==> src/sv/assert_macros.svh <==
// Assertion macros shared by the parser modules
`ifndef ASSERT_MACROS_SVH
`define ASSERT_MACROS_SVH

`ifndef SYNTH

// Consequent must hold in the same cycle as the antecedent
`define ASSERT_IMPLIES(label, clk, rst_n, ante, cons) \
    label: assert property (@(posedge clk) disable iff (!rst_n) (ante) |-> (cons)) \
        else $error("assertion failed: implication");

// Consequent must hold in the cycle after the antecedent
`define ASSERT_NEXT(label, clk, rst_n, ante, cons) \
    label: assert property (@(posedge clk) disable iff (!rst_n) (ante) |=> (cons)) \
        else $error("assertion failed: next-cycle implication");

// Condition must never be seen
`define ASSERT_NEVER(label, clk, rst_n, cond) \
    label: assert property (@(posedge clk) disable iff (!rst_n) !(cond)) \
        else $error("assertion failed: forbidden condition");

`else

`define ASSERT_IMPLIES(label, clk, rst_n, ante, cons)
`define ASSERT_NEXT(label, clk, rst_n, ante, cons)
`define ASSERT_NEVER(label, clk, rst_n, cond)

`endif

`endif

==> src/sv/ochp_pkg.sv <==
// Types and constants of the out-of-band hex command parser
`default_nettype none

package ochp_pkg;

    // Sizes of the decoded byte store
    localparam int MAX_DECODED_BYTES = 39;
    localparam int IDX_W             = $clog2(MAX_DECODED_BYTES);
    localparam int CNT_W             = $clog2(MAX_DECODED_BYTES + 1);
    localparam int RAM_AW            = IDX_W + 1;
    localparam int RAM_DEPTH         = 2 ** RAM_AW;

    // Peer load byte counts
    localparam int LOAD_COUNT   = 32;
    localparam int LONG_COUNT   = 39;
    localparam int LONG_SKIP    = 7;
    localparam int BYTE_INDEX_W = 5;

    // Line-end job queue
    localparam int QUEUE_DEPTH = 2;
    localparam int QPTR_W      = $clog2(QUEUE_DEPTH);
    localparam int QCNT_W      = $clog2(QUEUE_DEPTH + 1);

    typedef enum logic [2:0] {
        ST_NONE   = 3'd0,
        ST_LOCAL  = 3'd1,
        ST_LOADED = 3'd2,
        ST_FORMAT = 3'd3,
        ST_USAGE  = 3'd4
    } t_status;

    typedef enum logic [2:0] {
        PH_PREFIX,
        PH_SKIP,
        PH_PEER,
        PH_HEX,
        PH_DONE
    } t_phase;

    typedef struct packed {
        logic [7:0] text_byte;
        logic       end_of_line;
    } t_in_item;

    typedef struct packed {
        t_status                 status;
        logic [7:0]              peer_byte;
        logic [BYTE_INDEX_W-1:0] byte_index;
        logic                    last;
    } t_out_item;

    // One finished line, as handed from front to back
    typedef struct packed {
        t_status status;
        logic    bank;
        logic    skip_lead;
    } t_job;

    // Store write port from the front
    typedef struct packed {
        logic              en;
        logic [RAM_AW-1:0] addr;
        logic [7:0]        data;
    } t_wr;

    // Bank handed back once its bytes are all read
    typedef struct packed {
        logic valid;
        logic bank;
    } t_release;

endpackage

`default_nettype wire

==> src/sv/ochp_ram.sv <==
// Generic single-write, single-read RAM with registered read data
`default_nettype none

module ochp_ram #(
    parameter int WIDTH = 8,
    parameter int DEPTH = 16
) (
    input  wire logic                     i_clk,
    input  wire logic                     i_wr_en,
    input  wire logic [$clog2(DEPTH)-1:0] i_wr_addr,
    input  wire logic [WIDTH-1:0]         i_wr_data,
    input  wire logic                     i_rd_en,
    input  wire logic [$clog2(DEPTH)-1:0] i_rd_addr,
    output logic      [WIDTH-1:0]         o_rd_data
);

    logic [WIDTH-1:0] r_mem [DEPTH];

    // Write port
    always_ff @(posedge i_clk) begin
        if (i_wr_en) begin
            r_mem[i_wr_addr] <= i_wr_data;
        end
    end

    // Registered read, held while not enabled
    always_ff @(posedge i_clk) begin
        if (i_rd_en) begin
            o_rd_data <= r_mem[i_rd_addr];
        end
    end

endmodule

`default_nettype wire

==> src/sv/ochp_front.sv <==
// Front end: classifies command bytes, decodes hex into the store, queues line results
`default_nettype none
`include "assert_macros.svh"

module ochp_front (
    input  wire logic             i_clk,
    input  wire logic             i_rst_n,
    input  wire logic             i_in_valid,
    input  wire ochp_pkg::t_in_item i_in_item,
    output logic                  o_in_stall,
    output ochp_pkg::t_wr         o_wr,
    output logic                  o_push,
    output ochp_pkg::t_job        o_job,
    input  wire logic             i_q_full,
    input  wire ochp_pkg::t_release i_release
);

    import ochp_pkg::*;

    localparam logic [7:0] CH_SPACE = 8'h20;
    localparam logic [7:0] CH_TAB   = 8'h09;
    localparam logic [7:0] CH_CR    = 8'h0D;
    localparam logic [7:0] CH_LF    = 8'h0A;
    localparam logic [7:0] CH_COLON = 8'h3A;
    localparam logic [7:0] CH_DASH  = 8'h2D;

    // "oob" and "peer", first letter in element 0
    localparam logic [2:0][7:0] WORD_CMD  = {8'h62, 8'h6F, 8'h6F};
    localparam logic [3:0][7:0] WORD_PEER = {8'h72, 8'h65, 8'h65, 8'h70};

    function automatic logic hex_ok(input logic [7:0] c);
        hex_ok = (c >= 8'h30 && c <= 8'h39) || (c >= 8'h61 && c <= 8'h66)
              || (c >= 8'h41 && c <= 8'h46);
    endfunction

    function automatic logic [3:0] hex_nibble(input logic [7:0] c);
        if (c <= 8'h39) begin
            hex_nibble = c[3:0];
        end else begin
            hex_nibble = c[3:0] + 4'd9;
        end
    endfunction

    t_phase           r_phase, s_phase, n_phase;
    logic [2:0]       r_match, s_match, n_match;
    logic             r_nib_valid, s_nib_valid, n_nib_valid;
    logic [3:0]       r_nib, s_nib, n_nib;
    logic [CNT_W-1:0] r_count, s_count, n_count;
    t_status          r_outcome, s_outcome, n_outcome;
    logic             r_bank, n_bank;
    logic [1:0]       r_busy, n_busy;

    logic [7:0] c;
    logic       accept;
    logic       eol;
    logic       is_blank;
    logic       is_crlf;
    logic       is_sep;
    logic       is_hex;
    logic       cmd_hit;
    logic       peer_hit;
    logic       store_full;
    t_status    end_status;
    logic       end_skip;

    assign c          = i_in_item.text_byte;
    assign eol        = i_in_item.end_of_line;
    assign o_in_stall = i_q_full || r_busy[r_bank];
    assign accept     = i_in_valid && !o_in_stall;

    // Classify the byte
    assign is_blank   = (c == CH_SPACE) || (c == CH_TAB);
    assign is_crlf    = (c == CH_CR) || (c == CH_LF);
    assign is_sep     = is_blank || is_crlf || (c == CH_COLON) || (c == CH_DASH);
    assign is_hex     = hex_ok(c);
    assign cmd_hit    = (r_match < 3'd3) && (c == WORD_CMD[r_match[1:0]]);
    assign peer_hit   = (r_match < 3'd4) && (c == WORD_PEER[r_match[1:0]]);
    assign store_full = r_count >= CNT_W'(MAX_DECODED_BYTES);

    // Phase after this byte
    always_comb begin
        s_phase = r_phase;
        unique case (r_phase)
            PH_PREFIX: begin
                if (!cmd_hit) begin
                    s_phase = PH_DONE;
                end else if (r_match == 3'd2) begin
                    s_phase = PH_SKIP;
                end
            end
            PH_SKIP: begin
                if (is_blank) begin
                    s_phase = PH_SKIP;
                end else if (!is_crlf && c == WORD_PEER[0]) begin
                    s_phase = PH_PEER;
                end else begin
                    s_phase = PH_DONE;
                end
            end
            PH_PEER: begin
                if (!peer_hit) begin
                    s_phase = PH_DONE;
                end else if (r_match == 3'd3) begin
                    s_phase = PH_HEX;
                end
            end
            PH_HEX: begin
                if (!is_hex && !is_sep) begin
                    s_phase = PH_DONE;
                end else if (is_hex && r_nib_valid && store_full) begin
                    s_phase = PH_DONE;
                end
            end
            PH_DONE: s_phase = PH_DONE;
            default: s_phase = PH_DONE;
        endcase
    end

    // Match position, nibble, count, outcome and store write after this byte
    always_comb begin
        s_match     = r_match;
        s_nib_valid = r_nib_valid;
        s_nib       = r_nib;
        s_count     = r_count;
        s_outcome   = r_outcome;
        o_wr.en     = 1'b0;
        o_wr.addr   = {r_bank, r_count[IDX_W-1:0]};
        o_wr.data   = {r_nib, hex_nibble(c)};
        unique case (r_phase)
            PH_PREFIX: begin
                if (!cmd_hit) begin
                    s_outcome = ST_NONE;
                end else if (r_match == 3'd2) begin
                    s_match = 3'd0;
                end else begin
                    s_match = r_match + 3'd1;
                end
            end
            PH_SKIP: begin
                if (is_blank) begin
                    s_match = r_match;
                end else if (is_crlf) begin
                    s_outcome = ST_LOCAL;
                end else if (c == WORD_PEER[0]) begin
                    s_match = 3'd1;
                end else begin
                    s_outcome = ST_USAGE;
                end
            end
            PH_PEER: begin
                if (!peer_hit) begin
                    s_outcome = ST_USAGE;
                end else if (r_match == 3'd3) begin
                    s_match = 3'd0;
                end else begin
                    s_match = r_match + 3'd1;
                end
            end
            PH_HEX: begin
                if (!is_hex) begin
                    if (!is_sep) begin
                        s_outcome = ST_FORMAT;
                    end
                end else if (!r_nib_valid) begin
                    s_nib_valid = 1'b1;
                    s_nib       = hex_nibble(c);
                end else if (store_full) begin
                    s_outcome = ST_FORMAT;
                end else begin
                    o_wr.en     = accept;
                    s_count     = r_count + CNT_W'(1);
                    s_nib_valid = 1'b0;
                    s_nib       = 4'd0;
                end
            end
            PH_DONE: s_outcome = r_outcome;
            default: s_outcome = r_outcome;
        endcase
    end

    // Line result at end of line
    always_comb begin
        end_status = s_outcome;
        end_skip   = 1'b0;
        unique case (s_phase)
            PH_PREFIX: end_status = ST_NONE;
            PH_SKIP:   end_status = ST_LOCAL;
            PH_PEER:   end_status = ST_USAGE;
            PH_HEX: begin
                if (s_nib_valid) begin
                    end_status = ST_FORMAT;
                end else if (s_count == CNT_W'(LOAD_COUNT)) begin
                    end_status = ST_LOADED;
                end else if (s_count == CNT_W'(LONG_COUNT)) begin
                    end_status = ST_LOADED;
                    end_skip   = 1'b1;
                end else begin
                    end_status = ST_FORMAT;
                end
            end
            PH_DONE:   end_status = s_outcome;
            default:   end_status = s_outcome;
        endcase
    end

    assign o_push        = accept && eol;
    assign o_job.status  = end_status;
    assign o_job.bank    = r_bank;
    assign o_job.skip_lead = end_skip;

    // Clear line state at end of line, flip bank after a load
    always_comb begin
        n_phase     = r_phase;
        n_match     = r_match;
        n_nib_valid = r_nib_valid;
        n_nib       = r_nib;
        n_count     = r_count;
        n_outcome   = r_outcome;
        n_bank      = r_bank;
        n_busy      = r_busy;
        if (i_release.valid) begin
            n_busy[i_release.bank] = 1'b0;
        end
        if (accept) begin
            if (eol) begin
                n_phase     = PH_PREFIX;
                n_match     = 3'd0;
                n_nib_valid = 1'b0;
                n_nib       = 4'd0;
                n_count     = '0;
                n_outcome   = ST_NONE;
                if (end_status == ST_LOADED) begin
                    n_busy[r_bank] = 1'b1;
                    n_bank         = !r_bank;
                end
            end else begin
                n_phase     = s_phase;
                n_match     = s_match;
                n_nib_valid = s_nib_valid;
                n_nib       = s_nib;
                n_count     = s_count;
                n_outcome   = s_outcome;
            end
        end
    end

    always_ff @(posedge i_clk) begin
        if (!i_rst_n) begin
            r_phase     <= PH_PREFIX;
            r_match     <= 3'd0;
            r_nib_valid <= 1'b0;
            r_nib       <= 4'd0;
            r_count     <= '0;
            r_outcome   <= ST_NONE;
            r_bank      <= 1'b0;
            r_busy      <= 2'b00;
        end else begin
            r_phase     <= n_phase;
            r_match     <= n_match;
            r_nib_valid <= n_nib_valid;
            r_nib       <= n_nib;
            r_count     <= n_count;
            r_outcome   <= n_outcome;
            r_bank      <= n_bank;
            r_busy      <= n_busy;
        end
    end

    `ASSERT_NEVER(a_wr_busy_bank, i_clk, i_rst_n, o_wr.en && r_busy[r_bank])
    `ASSERT_NEVER(a_count_range, i_clk, i_rst_n, r_count > CNT_W'(MAX_DECODED_BYTES))
    `ASSERT_NEXT(a_bank_flip, i_clk, i_rst_n, o_push && o_job.status == ST_LOADED, r_bank != $past(r_bank))

endmodule

`default_nettype wire

==> src/sv/ochp_queue.sv <==
// Short queue of finished lines between front and back
`default_nettype none

module ochp_queue (
    input  wire logic           i_clk,
    input  wire logic           i_rst_n,
    input  wire logic           i_push,
    input  wire ochp_pkg::t_job i_job,
    output logic                o_full,
    input  wire logic           i_pop,
    output logic                o_head_valid,
    output ochp_pkg::t_job      o_head
);

    import ochp_pkg::*;

    t_job              r_entry [QUEUE_DEPTH];
    logic [QPTR_W-1:0] r_wr_ptr, n_wr_ptr;
    logic [QPTR_W-1:0] r_rd_ptr, n_rd_ptr;
    logic [QCNT_W-1:0] r_count, n_count;

    assign o_full       = r_count == QCNT_W'(QUEUE_DEPTH);
    assign o_head_valid = r_count != '0;
    assign o_head       = r_entry[r_rd_ptr];

    // Advance pointers and occupancy
    always_comb begin
        n_wr_ptr = r_wr_ptr;
        n_rd_ptr = r_rd_ptr;
        n_count  = r_count;
        if (i_push) begin
            n_wr_ptr = (r_wr_ptr == QPTR_W'(QUEUE_DEPTH - 1)) ? '0 : r_wr_ptr + QPTR_W'(1);
        end
        if (i_pop) begin
            n_rd_ptr = (r_rd_ptr == QPTR_W'(QUEUE_DEPTH - 1)) ? '0 : r_rd_ptr + QPTR_W'(1);
        end
        if (i_push && !i_pop) begin
            n_count = r_count + QCNT_W'(1);
        end else if (i_pop && !i_push) begin
            n_count = r_count - QCNT_W'(1);
        end
    end

    always_ff @(posedge i_clk) begin
        if (!i_rst_n) begin
            r_wr_ptr <= '0;
            r_rd_ptr <= '0;
            r_count  <= '0;
        end else begin
            r_wr_ptr <= n_wr_ptr;
            r_rd_ptr <= n_rd_ptr;
            r_count  <= n_count;
        end
    end

    // Store the pushed job
    always_ff @(posedge i_clk) begin
        if (i_push) begin
            r_entry[r_wr_ptr] <= i_job;
        end
    end

endmodule

`default_nettype wire

==> src/sv/ochp_back.sv <==
// Back end: expands queued line results into output transfers, reading the store
`default_nettype none
`include "assert_macros.svh"

module ochp_back (
    input  wire logic               i_clk,
    input  wire logic               i_rst_n,
    input  wire logic               i_head_valid,
    input  wire ochp_pkg::t_job     i_head,
    output logic                    o_pop,
    output ochp_pkg::t_release      o_release,
    output logic                    o_rd_en,
    output logic [ochp_pkg::RAM_AW-1:0] o_rd_addr,
    input  wire logic [7:0]         i_rd_data,
    output logic                    o_out_valid,
    output ochp_pkg::t_out_item     o_out_item,
    input  wire logic               i_out_stall
);

    import ochp_pkg::*;

    localparam logic [BYTE_INDEX_W-1:0] LAST_INDEX = BYTE_INDEX_W'(LOAD_COUNT - 1);

    typedef struct packed {
        t_status                 status;
        logic [BYTE_INDEX_W-1:0] index;
        logic                    last;
        logic                    from_ram;
    } t_stage;

    logic [BYTE_INDEX_W-1:0] r_k, n_k;
    logic                    r_s1_valid, n_s1_valid;
    t_stage                  r_s1;
    logic                    n_o_valid;
    logic                    s2_ready;
    logic                    s1_adv;
    logic                    s1_load;
    logic                    is_loaded;
    logic                    last_read;
    logic [IDX_W-1:0]        rd_idx;

    assign s2_ready  = !o_out_valid || !i_out_stall;
    assign s1_adv    = r_s1_valid && s2_ready;
    assign s1_load   = i_head_valid && (!r_s1_valid || s2_ready);
    assign is_loaded = i_head.status == ST_LOADED;
    assign last_read = !is_loaded || (r_k == LAST_INDEX);

    // Read address: byte k, offset past the leading bytes of a long load
    assign rd_idx    = IDX_W'(r_k) + (i_head.skip_lead ? IDX_W'(LONG_SKIP) : '0);
    assign o_rd_en   = s1_load && is_loaded;
    assign o_rd_addr = {i_head.bank, rd_idx};

    assign o_pop           = s1_load && last_read;
    assign o_release.valid = s1_load && is_loaded && last_read;
    assign o_release.bank  = i_head.bank;

    // Step through the bytes of the head job
    always_comb begin
        n_k = r_k;
        if (s1_load && is_loaded) begin
            n_k = last_read ? '0 : r_k + BYTE_INDEX_W'(1);
        end
        n_s1_valid = r_s1_valid;
        if (s1_load) begin
            n_s1_valid = 1'b1;
        end else if (s1_adv) begin
            n_s1_valid = 1'b0;
        end
        n_o_valid = o_out_valid;
        if (s1_adv) begin
            n_o_valid = 1'b1;
        end else if (!i_out_stall) begin
            n_o_valid = 1'b0;
        end
    end

    always_ff @(posedge i_clk) begin
        if (!i_rst_n) begin
            r_k         <= '0;
            r_s1_valid  <= 1'b0;
            o_out_valid <= 1'b0;
        end else begin
            r_k         <= n_k;
            r_s1_valid  <= n_s1_valid;
            o_out_valid <= n_o_valid;
        end
    end

    // Read stage: hold metadata alongside the store read
    always_ff @(posedge i_clk) begin
        if (s1_load) begin
            r_s1.status   <= i_head.status;
            r_s1.index    <= is_loaded ? r_k : '0;
            r_s1.last     <= last_read;
            r_s1.from_ram <= is_loaded;
        end
    end

    // Output register
    always_ff @(posedge i_clk) begin
        if (s1_adv) begin
            o_out_item.status     <= r_s1.status;
            o_out_item.peer_byte  <= r_s1.from_ram ? i_rd_data : 8'd0;
            o_out_item.byte_index <= r_s1.index;
            o_out_item.last       <= r_s1.last;
        end
    end

    `ASSERT_IMPLIES(a_k_in_load, i_clk, i_rst_n, r_k != '0, i_head_valid && i_head.status == ST_LOADED)
    `ASSERT_IMPLIES(a_last_index, i_clk, i_rst_n, r_s1_valid && r_s1.from_ram && r_s1.last, r_s1.index == LAST_INDEX)
    `ASSERT_IMPLIES(a_hold_on_stall, i_clk, i_rst_n, o_out_valid && i_out_stall, !s1_adv)

endmodule

`default_nettype wire

==> src/sv/oob_hex_command_parser_core.sv <==
// Top level of the out-of-band hex command parser
`default_nettype none

// Takes one console byte per cycle unless stalled and answers at each end-of-line byte.
// A line that does not start with "oob" gives one result with status 0; "oob" alone or
// followed by CR/LF gives show local, an unknown word gives usage, and "oob peer"
// followed by hex pairs gives either a format error or 32 results carrying the 16 r
// and 16 c bytes (with 39 bytes the first 7 are dropped). Every result has last set on
// the final one of its line. Results pass through the queue, the read stage and the
// output register and leave at one per cycle while the output is not stalled. Decoded
// bytes go into a two-bank store, one bank per line, so a new line decodes while the
// previous load is read out. Input stalls only when the bank it would fill is still
// being read out, or when two finished lines already wait for the output side.
module oob_hex_command_parser_core (
    input  wire logic                i_clk,
    input  wire logic                i_rst_n,
    input  wire logic                i_in_valid,
    input  wire ochp_pkg::t_in_item  i_in_item,
    output logic                     o_in_stall,
    output logic                     o_out_valid,
    output ochp_pkg::t_out_item      o_out_item,
    input  wire logic                i_out_stall
);

    import ochp_pkg::*;

    t_wr               wr;
    logic              push;
    t_job              job;
    logic              q_full;
    logic              pop;
    logic              head_valid;
    t_job              head;
    t_release          release_bank;
    logic              rd_en;
    logic [RAM_AW-1:0] rd_addr;
    logic [7:0]        rd_data;

    // Byte classifier and hex decoder
    ochp_front u_front (
        .i_clk      (i_clk),
        .i_rst_n    (i_rst_n),
        .i_in_valid (i_in_valid),
        .i_in_item  (i_in_item),
        .o_in_stall (o_in_stall),
        .o_wr       (wr),
        .o_push     (push),
        .o_job      (job),
        .i_q_full   (q_full),
        .i_release  (release_bank)
    );

    // Finished lines awaiting output
    ochp_queue u_queue (
        .i_clk        (i_clk),
        .i_rst_n      (i_rst_n),
        .i_push       (push),
        .i_job        (job),
        .o_full       (q_full),
        .i_pop        (pop),
        .o_head_valid (head_valid),
        .o_head       (head)
    );

    // Decoded byte store, two banks
    ochp_ram #(
        .WIDTH (8),
        .DEPTH (RAM_DEPTH)
    ) u_store (
        .i_clk     (i_clk),
        .i_wr_en   (wr.en),
        .i_wr_addr (wr.addr),
        .i_wr_data (wr.data),
        .i_rd_en   (rd_en),
        .i_rd_addr (rd_addr),
        .o_rd_data (rd_data)
    );

    // Result sequencer
    ochp_back u_back (
        .i_clk        (i_clk),
        .i_rst_n      (i_rst_n),
        .i_head_valid (head_valid),
        .i_head       (head),
        .o_pop        (pop),
        .o_release    (release_bank),
        .o_rd_en      (rd_en),
        .o_rd_addr    (rd_addr),
        .i_rd_data    (rd_data),
        .o_out_valid  (o_out_valid),
        .o_out_item   (o_out_item),
        .i_out_stall  (i_out_stall)
    );

endmodule

`default_nettype wire
==> config.mk <==
export PLATFORM = sky130hd
export DESIGN_NAME = oob_hex_command_parser_core
export DESIGN_NICKNAME = d
export VERILOG_FILES = /design/src/sv/ochp_pkg.sv /design/src/sv/ochp_ram.sv /design/src/sv/ochp_front.sv /design/src/sv/ochp_queue.sv /design/src/sv/ochp_back.sv /design/src/sv/oob_hex_command_parser_core.sv
export VERILOG_INCLUDE_DIRS = /design/src /design/src/sv
export SDC_FILE = /design/constraint.sdc
export NUM_CORES = 1
export LEC_CHECK = 0
export BUFFER_PORTS_ARGS = -buffer_cell sky130_fd_sc_hd__buf_2
export CORE_MARGIN = 4
export CORE_UTILIZATION = 55
export DETAILED_ROUTE_END_ITERATION = 10
export GPL_ROUTABILITY_DRIVEN = 0
export GPL_TIMING_DRIVEN = 0
export PLACE_DENSITY_LB_ADDON = 0.3
export SYNTH_ARGS = -nofsm -noshare
export SYNTH_HDL_FRONTEND = slang
export SYNTH_SLANG_ARGS = --single-unit
==> constraint.sdc <==
create_clock -name i_clk -period 5.15 [get_ports i_clk]
set_input_delay 0.7725 -clock i_clk [delete_from_list [all_inputs] [get_ports i_clk]]
set_output_delay 0.7725 -clock i_clk [all_outputs]
set_load 0.005 [all_outputs]
[Yosys cells after proc, flatten, opt, wreduce, memory -nomap -nowiden]
Memory sizes are Yosys's and may differ from the RTL's. A register that Yosys moved wholly into a read port is not among the register bits.
Index checks and enable logic that the tools add are counted.
Cells by class
  bitwise logic cells: 3
  add/subtract/negate cells: 9
  divide/modulo/power cells: 0
  reduce and logical (&&, ||, !) cells: 53
  multipliers: 0
  muxes and demuxes: 88
  order comparisons: 14
  shift operators: 0
  eq/ne operators: 30
Operators with widths (number)
  $mux 3: 30
  $pmux 3 s4: 3
  $bmux 8 s2: 2
  $mux 1: 30
  $mux 6: 5
  $eq 3x2->1 const B: 8
  $eq 8x4->1 const B: 3
  $eq 8x6->1 const B: 3
  $mux 4: 6
  $logic_and 1x1->1: 20
  $eq 8x8->1: 2
  $ge 8x7->1 const B: 2
  $le 8x7->1 const B: 2
  $mux 8: 2
  $eq 6x6->1 const B: 2
  $mux 2: 6
  $logic_not 1->1: 11
  $logic_or 1x1->1: 11
  $reduce_bool 2->1: 5
  $ne 3x2->1 const B: 3
  $ne 3x3->1 const B: 3
  $pmux 3 s3: 1
  $eq 8x7->1 const B: 1
  $ge 8x6->1 const B: 1
  other kinds (29): 35
Word-level totals
  bits in latches: 0
  word-level logic and storage cells: 221
  output and inout port bits: 19
  memories: 2
  input bits: 13
  RAM bits: 1034
  bits in registers: 61
  memory bits (read-only): 0
Memories
  u_store.r_mem: depth 128, width 8, read ports 1, clocked after Yosys merged registers in 1, write ports 1, RTL line ochp_ram.sv:17  | logic [WIDTH-1:0] r_mem [DEPTH];
  u_queue.r_entry: depth 2, width 5, read ports 1, clocked after Yosys merged registers in 1, write ports 1, RTL line ochp_queue.sv:17  | t_job r_entry [QUEUE_DEPTH];

[Longest topological paths before layout]
Gate-level depths: netlist of run 1.
  depth in word-level cells: 15
  depth in mapped cells: 12
  mapped depth without buffers: 10

[Cells and area by module]
Synthesis of run 1 repeated with hierarchy kept, for this count alone.
Second synthesis, totals
  cells, all modules: 2057
  area total of the unflattened synthesis: 43903.4 µm²
By module, submodules not included
  ochp_ram: times used 1, seq. area each 30989.7 µm², cells an instance 1635, area an instance 39745.6 µm²
  ochp_front: times used 1, seq. area each 460.4 µm², cells an instance 280, area an instance 2140.8 µm²
  ochp_back: times used 1, seq. area each 950.9 µm², cells an instance 105, area an instance 1438.9 µm²
  ochp_queue: times used 1, seq. area each 400.4 µm², cells an instance 37, area an instance 578.1 µm²

[Worst setup path before layout of run 1]
OpenSTA, ideal clock, no wires.
  path kind: input -> register
  start: input i_in_item[2] in the netlist's numbering
  end: memory u_store.r_mem[0][2] (data pin)
  data arrival time: 4761 ps
  setup slack: -365 ps
  cell stages on the path: 8
  library setup time: 754 ps
  path through: clkbuf_1 > inv_1 > ha_1 > o21bai_1 > and2_1 > a311oi_1 > nand2b_1 > xnor2_1
RTL lines
  start, declared: RTL line oob_hex_command_parser_core.sv:18  | input wire ochp_pkg::t_in_item i_in_item,
  end, declared: RTL line ochp_ram.sv:17

==> results of run 1 <==
==> flip-flops by register name, indices dropped and copies added, names as in the netlist, named ones only <==
signal,count
u_store.r_mem,768
u_back.o_out_item,17
u_back.r_s1,10
u_queue.r_entry,10
u_store.o_rd_data,8
u_front.r_count,6
u_back.r_k,5
u_front.r_nib,4
u_front.r_match,3
u_front.r_outcome,3
u_front.r_phase,3
u_front.r_busy,2
u_queue.r_count,2
u_back.o_out_valid,1
u_back.r_s1_valid,1
u_front.r_bank,1
u_front.r_nib_valid,1
u_queue.r_rd_ptr,1
u_queue.r_wr_ptr,1
==> layout make-up <==
type	count	area (um^2)
timing repair buffer	38	379
multi-input combinational	809	8840
inverter	18	67.6
buffer	81	374
sequential	848	25100
fill	4026	22100
clock inverter	44	487
tap	782	978
clock buffer	109	2240
==> where the power goes <==
| group | internal [mW] | switching [mW] | total [mW] | leakage (nW) |
|---|---|---|---|---|
| clock | 3.49 | 2.55 | 6.05 | 1.32 |
| sequential | 7.78 | 0.0547 | 7.84 | 8.62 |
| combinational | 1.19 | 1.44 | 2.63 | 3.37 |
| total | 12.5 | 4.05 | 16.5 | 13.3 |
==> per-layer routing <==
layer	share of wire, %	wire length (um)	GRT usage [%]
met1	40	28500	31.9
met4	3.1	2250	6.90
met5	0.043	31	0
met3	8.2	5890	4.37
met2	49	35100	35.2
==> cell families after synthesis <==
| logic type | share of synthesized area [%] |
|---|---|
| and+or+nand+nor | 4.16 |
| xor gates and xnor gates | 0.440 |
| buffers and inverters | 1.26 |
| DFF | 74.2 |
| adders and majority gates | 0.614 |
| muxes | 17.1 |
| other | 0.0111 |
| AOI/OAI and AO/OA | 2.23 |
==> worst paths after layout <==
check,startpoint,to,depth (start not counted)
setup / recovery,flop,u_store.o_rd_data[3],11
hold / removal,u_back.r_s1[9],u_back.o_out_item[16],0
setup reg to reg,flop,u_store.o_rd_data[3],11
hold reg to reg,u_back.r_s1[9],u_back.o_out_item[16],0
==> placed cells by master, fill, tap and decap left out, types with 15 or more instances in the layout <==
cell type    n
mux4_2     248
and2_1      25
o21ai_0     21
edfxtp_1   813
clkbuf_16   86
clkbuf_1    62
ha_1        15
buf_2       53
a21oi_1     26
inv_1       18
nand2_1     30
clkinv_1    15
conb_1     128
dfxtp_1     31
nor2b_1     25
nor2_1     117
==> timing repair <==
action                                  in CTS  in global routing
gates resized for setup                      7                  7
hold buffers                                 0                  0
endpoints found under the setup margin       8                  8
==> critical path: stages (launching register included) <==
cell,delay [ns]
dfxtp_1,0.31
clkbuf_1,0.26
mux2_2,0.44
ha_1,0.24
fa_1,0.63
clkbuf_2,0.36
clkbuf_2,0.38
clkbuf_1,0.55
mux4_2,0.46
mux4_2,0.47
mux2i_1,0.36
a21oi_1,0.14
==> stage by stage <==
step | cell area [um^2] | hold WS (ns) | setup slack (ns) | utilization, % | total power, mW
after CTS | 38500 | 0.420 | 0.00575 | 63.5 | 16.6
final | 38500 | 0.423 | 0.272 | 63.5 | 16.5
after detailed placement | 35700 | 0.406 | -0.218 | 59.0 | 10.6
after floorplan | 34300 | 0.400 | 0.925 | - | 9.80
after global routing | 38500 | 0.430 | 0.0787 | 63.5 | 17.1
after global placement | 35400 | 0.403 | -1.20 | 58.5 | 10.5
==> impl_metrics.env, run 1 <==
export IMPL_worstPathArrival_ns=5.24
export IMPL_cts_tree="built"
export IMPL_first_iter_violations=2106
export IMPL_regToRegSetupSlack_ns=0.27
export IMPL_port_buffers=26
export IMPL_drv_cap=0
export IMPL_synth_seq_cells=848
export IMPL_die_y_um=256
export IMPL_yosys_warnings=0
export IMPL_status="complete, no violations"
export IMPL_hold_viol_final=0
export IMPL_syn_area_um2=33800
export IMPL_dp_cells=2577
export IMPL_final_cells=2729
export IMPL_antenna_left=0
export IMPL_yosysMostFrequentCell="edfxtp_1"
export IMPL_skew_ns=0.0211
export IMPL_dieArea_um2=65600
export IMPL_wl_um=71800
export IMPL_synth_common_cells="edfxtp_1 (813), mux4_2 (248), nor2_1 (117)"
export IMPL_avgSynthCellArea_um2=20.8
export IMPL_maxSlewHeadroom_pct=25.8
export IMPL_crit_fanout=10
export IMPL_track_usage_pct=22.2
export IMPL_grt_first_pass_wirelength_um=109000
export IMPL_tightest_slew_ns=1.11
export IMPL_cts_root_buf="clkbuf_16"
export IMPL_overflow=0
export IMPL_cts_clk_slew_worst_paths_ns=0.06
export IMPL_worstPathRequired_ns=5.51
export IMPL_synthDistinctLibCells=82
export IMPL_maxSlewViolCount=0
export IMPL_antenna_found_initial=3
export IMPL_cts_buffers=85
export IMPL_yosysTopAreaCellShare_pct=72.1
export IMPL_cts_buffer_depth=3
export IMPL_ys_top_cells_by_area="edfxtp_1 (72%), mux4_2 (17%), dfxtp_1 (2.1%)"
export IMPL_synth_top_cell_by_area="edfxtp_1"
export IMPL_ios=32
export IMPL_htreeDepth=3
export IMPL_post_route_period_util_pct=94.7
export IMPL_design_core_area_um2=60600
export IMPL_via_count=16859
export IMPL_insertion_delay_ns=0.64
export IMPL_finalNetCount=1910
export IMPL_setup_tns_ns=0
export IMPL_grt_setup_unrepaired="no"
export IMPL_die_w_um=256
export IMPL_min_path_type="flop to flop"
export IMPL_synth_cells=1630
export IMPL_cts_sinks=848
export IMPL_path_class="flop to flop"
export IMPL_viasPerCell=6.18
export IMPL_synth_edf_count=813
export IMPL_synth_flop_cell="edfxtp_1"
export IMPL_syn2layout_area_growth_pct=13.8
export IMPL_grt_pass1_vias=17060
export IMPL_cp_start_kind="flop"
export IMPL_wl_per_cell_um=26.3
export IMPL_diodes=0
export IMPL_p_leak_nw=13.3
export IMPL_ir_worst_vdd_uv=266
export IMPL_yosysSeqAreaShare_pct=74.2
export IMPL_start_util_pct=55.9
export IMPL_timing_fmax_mhz=205
export IMPL_min_period_ns=4.88
export IMPL_power_density_nw_per_um2=429
export IMPL_rows=90
export IMPL_drc_errors=0
export IMPL_post_cts_setup_buffers=0
export IMPL_end_kind="flop"
export IMPL_drive_above_1_share_pct=24.3
export IMPL_finalSetupViolCount=0
export IMPL_dpl_hpwl_um=46200
export IMPL_async_reset_ff_share_pct=0
export IMPL_drtPass1Iterations=5
export IMPL_grt_max_degree=98
Note: power is estimated with default switching activity, not from simulation.
==> run 2, diff against run 1 <==
- CORE_MARGIN: 4 -> 3
- CORE_UTILIZATION: 55 -> 58
- CTS_BUF_LIST: default -> sky130_fd_sc_hd__clkbuf_4 sky130_fd_sc_hd__clkbuf_8
- RECOVER_POWER: default -> 100
==> impl_metrics.env, run 2 (synthesis results as in run 1) <==
export IMPL_status="complete, but fails checks"
export IMPL_violations="max-capacitance violations, max-slew violations"
export IMPL_slowest_stage="fa_1"
export IMPL_r2r_end="u_store.o_rd_data[1]"
export IMPL_rr_worst_depth=11
export IMPL_cts_buffers=133
export IMPL_finalCoreUtilization_pct=66.7
export IMPL_skew_ns=0.0419
export IMPL_reg_top3="u_store.r_mem x768, u_back.o_out_item x17"
export IMPL_syn2layout_area_growth_pct=12.4
export IMPL_rows=87
export IMPL_slowest_delay_ns=0.61
export IMPL_antenna_found_initial=1
export IMPL_grt_pass1_vias=17363
export IMPL_top_register="u_store.r_mem"
export IMPL_grt_max_degree=98
export IMPL_cts_tree="built"
export IMPL_dpl_hpwl_um=46500
export IMPL_dp_cells=2550
export IMPL_crit_path_end="u_store.o_rd_data[1]"
export IMPL_end_kind="flop"
export IMPL_maxSlewViolCount=530
export IMPL_post_cts_setup_buffers=0
export IMPL_viasPerCell=6.11
export IMPL_insertion_delay_ns=0.78
export IMPL_via_count=17034
export IMPL_timing_fmax_mhz=200
export IMPL_htreeDepth=4
export IMPL_dieArea_um2=61300
export IMPL_finalSetupViolCount=0
export IMPL_postPlaceCellArea_um2=35700
export IMPL_overflow=0
export IMPL_whs_ns=0.341
export IMPL_p_total_mw=15.9
export IMPL_drtPass1Iterations=5
export IMPL_p_leak_nw=13.2
export IMPL_wl_um=71300
export IMPL_nFillCells=3667
export IMPL_regToRegSetupSlack_ns=0.16
export IMPL_drc_errors=0
export IMPL_ios=32
export IMPL_cts_root_buf="clkbuf_8"
export IMPL_cts_hold_fix_buffers=0
export IMPL_post_route_period_util_pct=96.9
export IMPL_cp_cell_sequence="clkbuf_1, mux2_2, ha_1, fa_1, clkbuf_1, clkbuf_1, mux4_2, mux4_2, mux4_2, nor2_1, a21oi_1"
export IMPL_cts_buffer_depth=3
export IMPL_worstPathRequired_ns=5.64
export IMPL_cp_start_kind="flop"
export IMPL_grt_setup_unrepaired="no"
export IMPL_tightest_slew_ns=3.57
export IMPL_multi_input_area_um2=8730
export IMPL_final_cell_mix="edfxtp_1 (813), mux4_2 (248), clkbuf_8 (138)"
export IMPL_largest_register_ffs=768
export IMPL_min_path_type="input port to flop"
export IMPL_hold_viol_final=0
export IMPL_grt_first_pass_wirelength_um=108000
export IMPL_final_cells=2787
export IMPL_die_w_um=248
export IMPL_start_util_pct=59.3
export IMPL_port_buffers=26
export IMPL_ir_worst_vdd_uv=292
export IMPL_antenna_left=0
export IMPL_cts_clk_slew_worst_paths_ns=0.06
export IMPL_finalNetCount=1955
export IMPL_die_y_um=248
export IMPL_layout_commonest_cell="edfxtp_1"
export IMPL_path_class="flop to flop"
export IMPL_drive_above_1_share_pct=26.0
export IMPL_crit_fanout=10
export IMPL_design_core_area_um2=57000
export IMPL_power_density_nw_per_um2=418
export IMPL_postLayoutCellArea_um2=38000
export IMPL_first_iter_violations=1763
export IMPL_maxSlewHeadroom_pct=-138
export IMPL_drv_cap=9
export IMPL_min_period_ns=4.99
export IMPL_track_usage_pct=24.3
export IMPL_worstPathArrival_ns=5.49
export IMPL_cts_sinks=848
export IMPL_ff_latch_area_um2=25100
export IMPL_wl_per_cell_um=25.6
==> run 2: cell count changes in the layout (fill, tap and decap cells not counted), moves of 4 or more <==
cell | before | now
clkinv_2 | 11 | 16
clkbuf_16 | 86 | 0
buf_2 | 53 | 37
nand3_2 | 4 | 0
bufinv_16 | 8 | 2
clkbuf_4 | 0 | 48
and2_1 | 25 | 5
and2_0 | 1 | 21
nand3_1 | 8 | 12
clkbuf_8 | 0 | 138
dfxtp_1 | 31 | 35
clkinv_1 | 15 | 28
==> run 2: worst min-delay path by stage <==
| stage | startpoint | to | slack [ns] | cells past startpoint |
|---|---|---|---|---|
| final | i_out_stall | u_back.r_s1_valid | 0.34 | 3 |
| after global routing | i_out_stall | u_back.r_s1_valid | 0.30 | 3 |
| after CTS | i_out_stall | u_back.r_s1_valid | 0.27 | 3 |
| after detailed placement | u_back.r_s1[2] | u_back.o_out_item[1] | 0.41 | 0 |
| after global placement | u_back.r_s1[7] | u_back.o_out_item[14] | 0.40 | 0 |
| after floorplan | u_back.r_s1[1] | u_back.o_out_item[0] | 0.40 | 0 |
==> run 2: layout make-up <==
| type | count | share of cell area (%) |
|---|---|---|
| clock buffer | 185 | 5.92 |
| inverter | 18 | 0.178 |
| timing repair buffer | 37 | 0.677 |
| tap | 756 | 2.49 |
| sequential | 848 | 66.0 |
| clock inverter | 54 | 0.842 |
| antenna | 1 | 0.00658 |
| buffer | 79 | 0.947 |
| multi-input combinational | 809 | 22.9 |
==> run 2: routing by layer <==
metal	up-vias	global-route usage, %	routed length (um)
met4	0	7.59	1760
met3	118	6.15	6090
li1	7262	-	-
met1	8798	33.1	27800
met2	856	39.5	35700
met5	-	0	0
==> run 2: power by group <==
| part | total (mW) | internal [mW] | switching [mW] | leakage, nW |
|---|---|---|---|---|
| Combinational | 2.58 | 1.16 | 1.42 | 3.23 |
| Sequential | 7.85 | 7.79 | 0.0585 | 8.62 |
| Clock | 5.46 | 2.94 | 2.53 | 1.37 |
| Total | 15.9 | 11.9 | 4.00 | 13.2 |
==> run 2: critical path, delay by kind of cell (launching register included) <==
kind / cells / cell delay [ns]
buffers and inverters: 3 / 1.39
AND/OR/NAND/NOR: 1 / 0.14
multiplexers: 4 / 1.99
adder cells (fa/ha/maj): 2 / 0.84
AO/OA/AOI/OAI: 1 / 0.06
flip-flops: 1 / 0.31
==> run 2: per-stage QoR <==
stage	setup TNS [ns]	setup slack [ns]
floorplan	0	0.925
global placement	-305.73	-1.20
detailed placement	-2.94	-0.415
CTS	0	0.0863
global route	0	0.00622
finish	0	0.159
==> run 2: timing repair <==
| action | in CTS | in global routing |
|---|---|---|
| gates resized for setup | 2 | 10 |
| cloned | 0 | 0 |
| hold endpoints to repair | 0 | 0 |
| endpoints found under the setup margin | 8 | 8 |
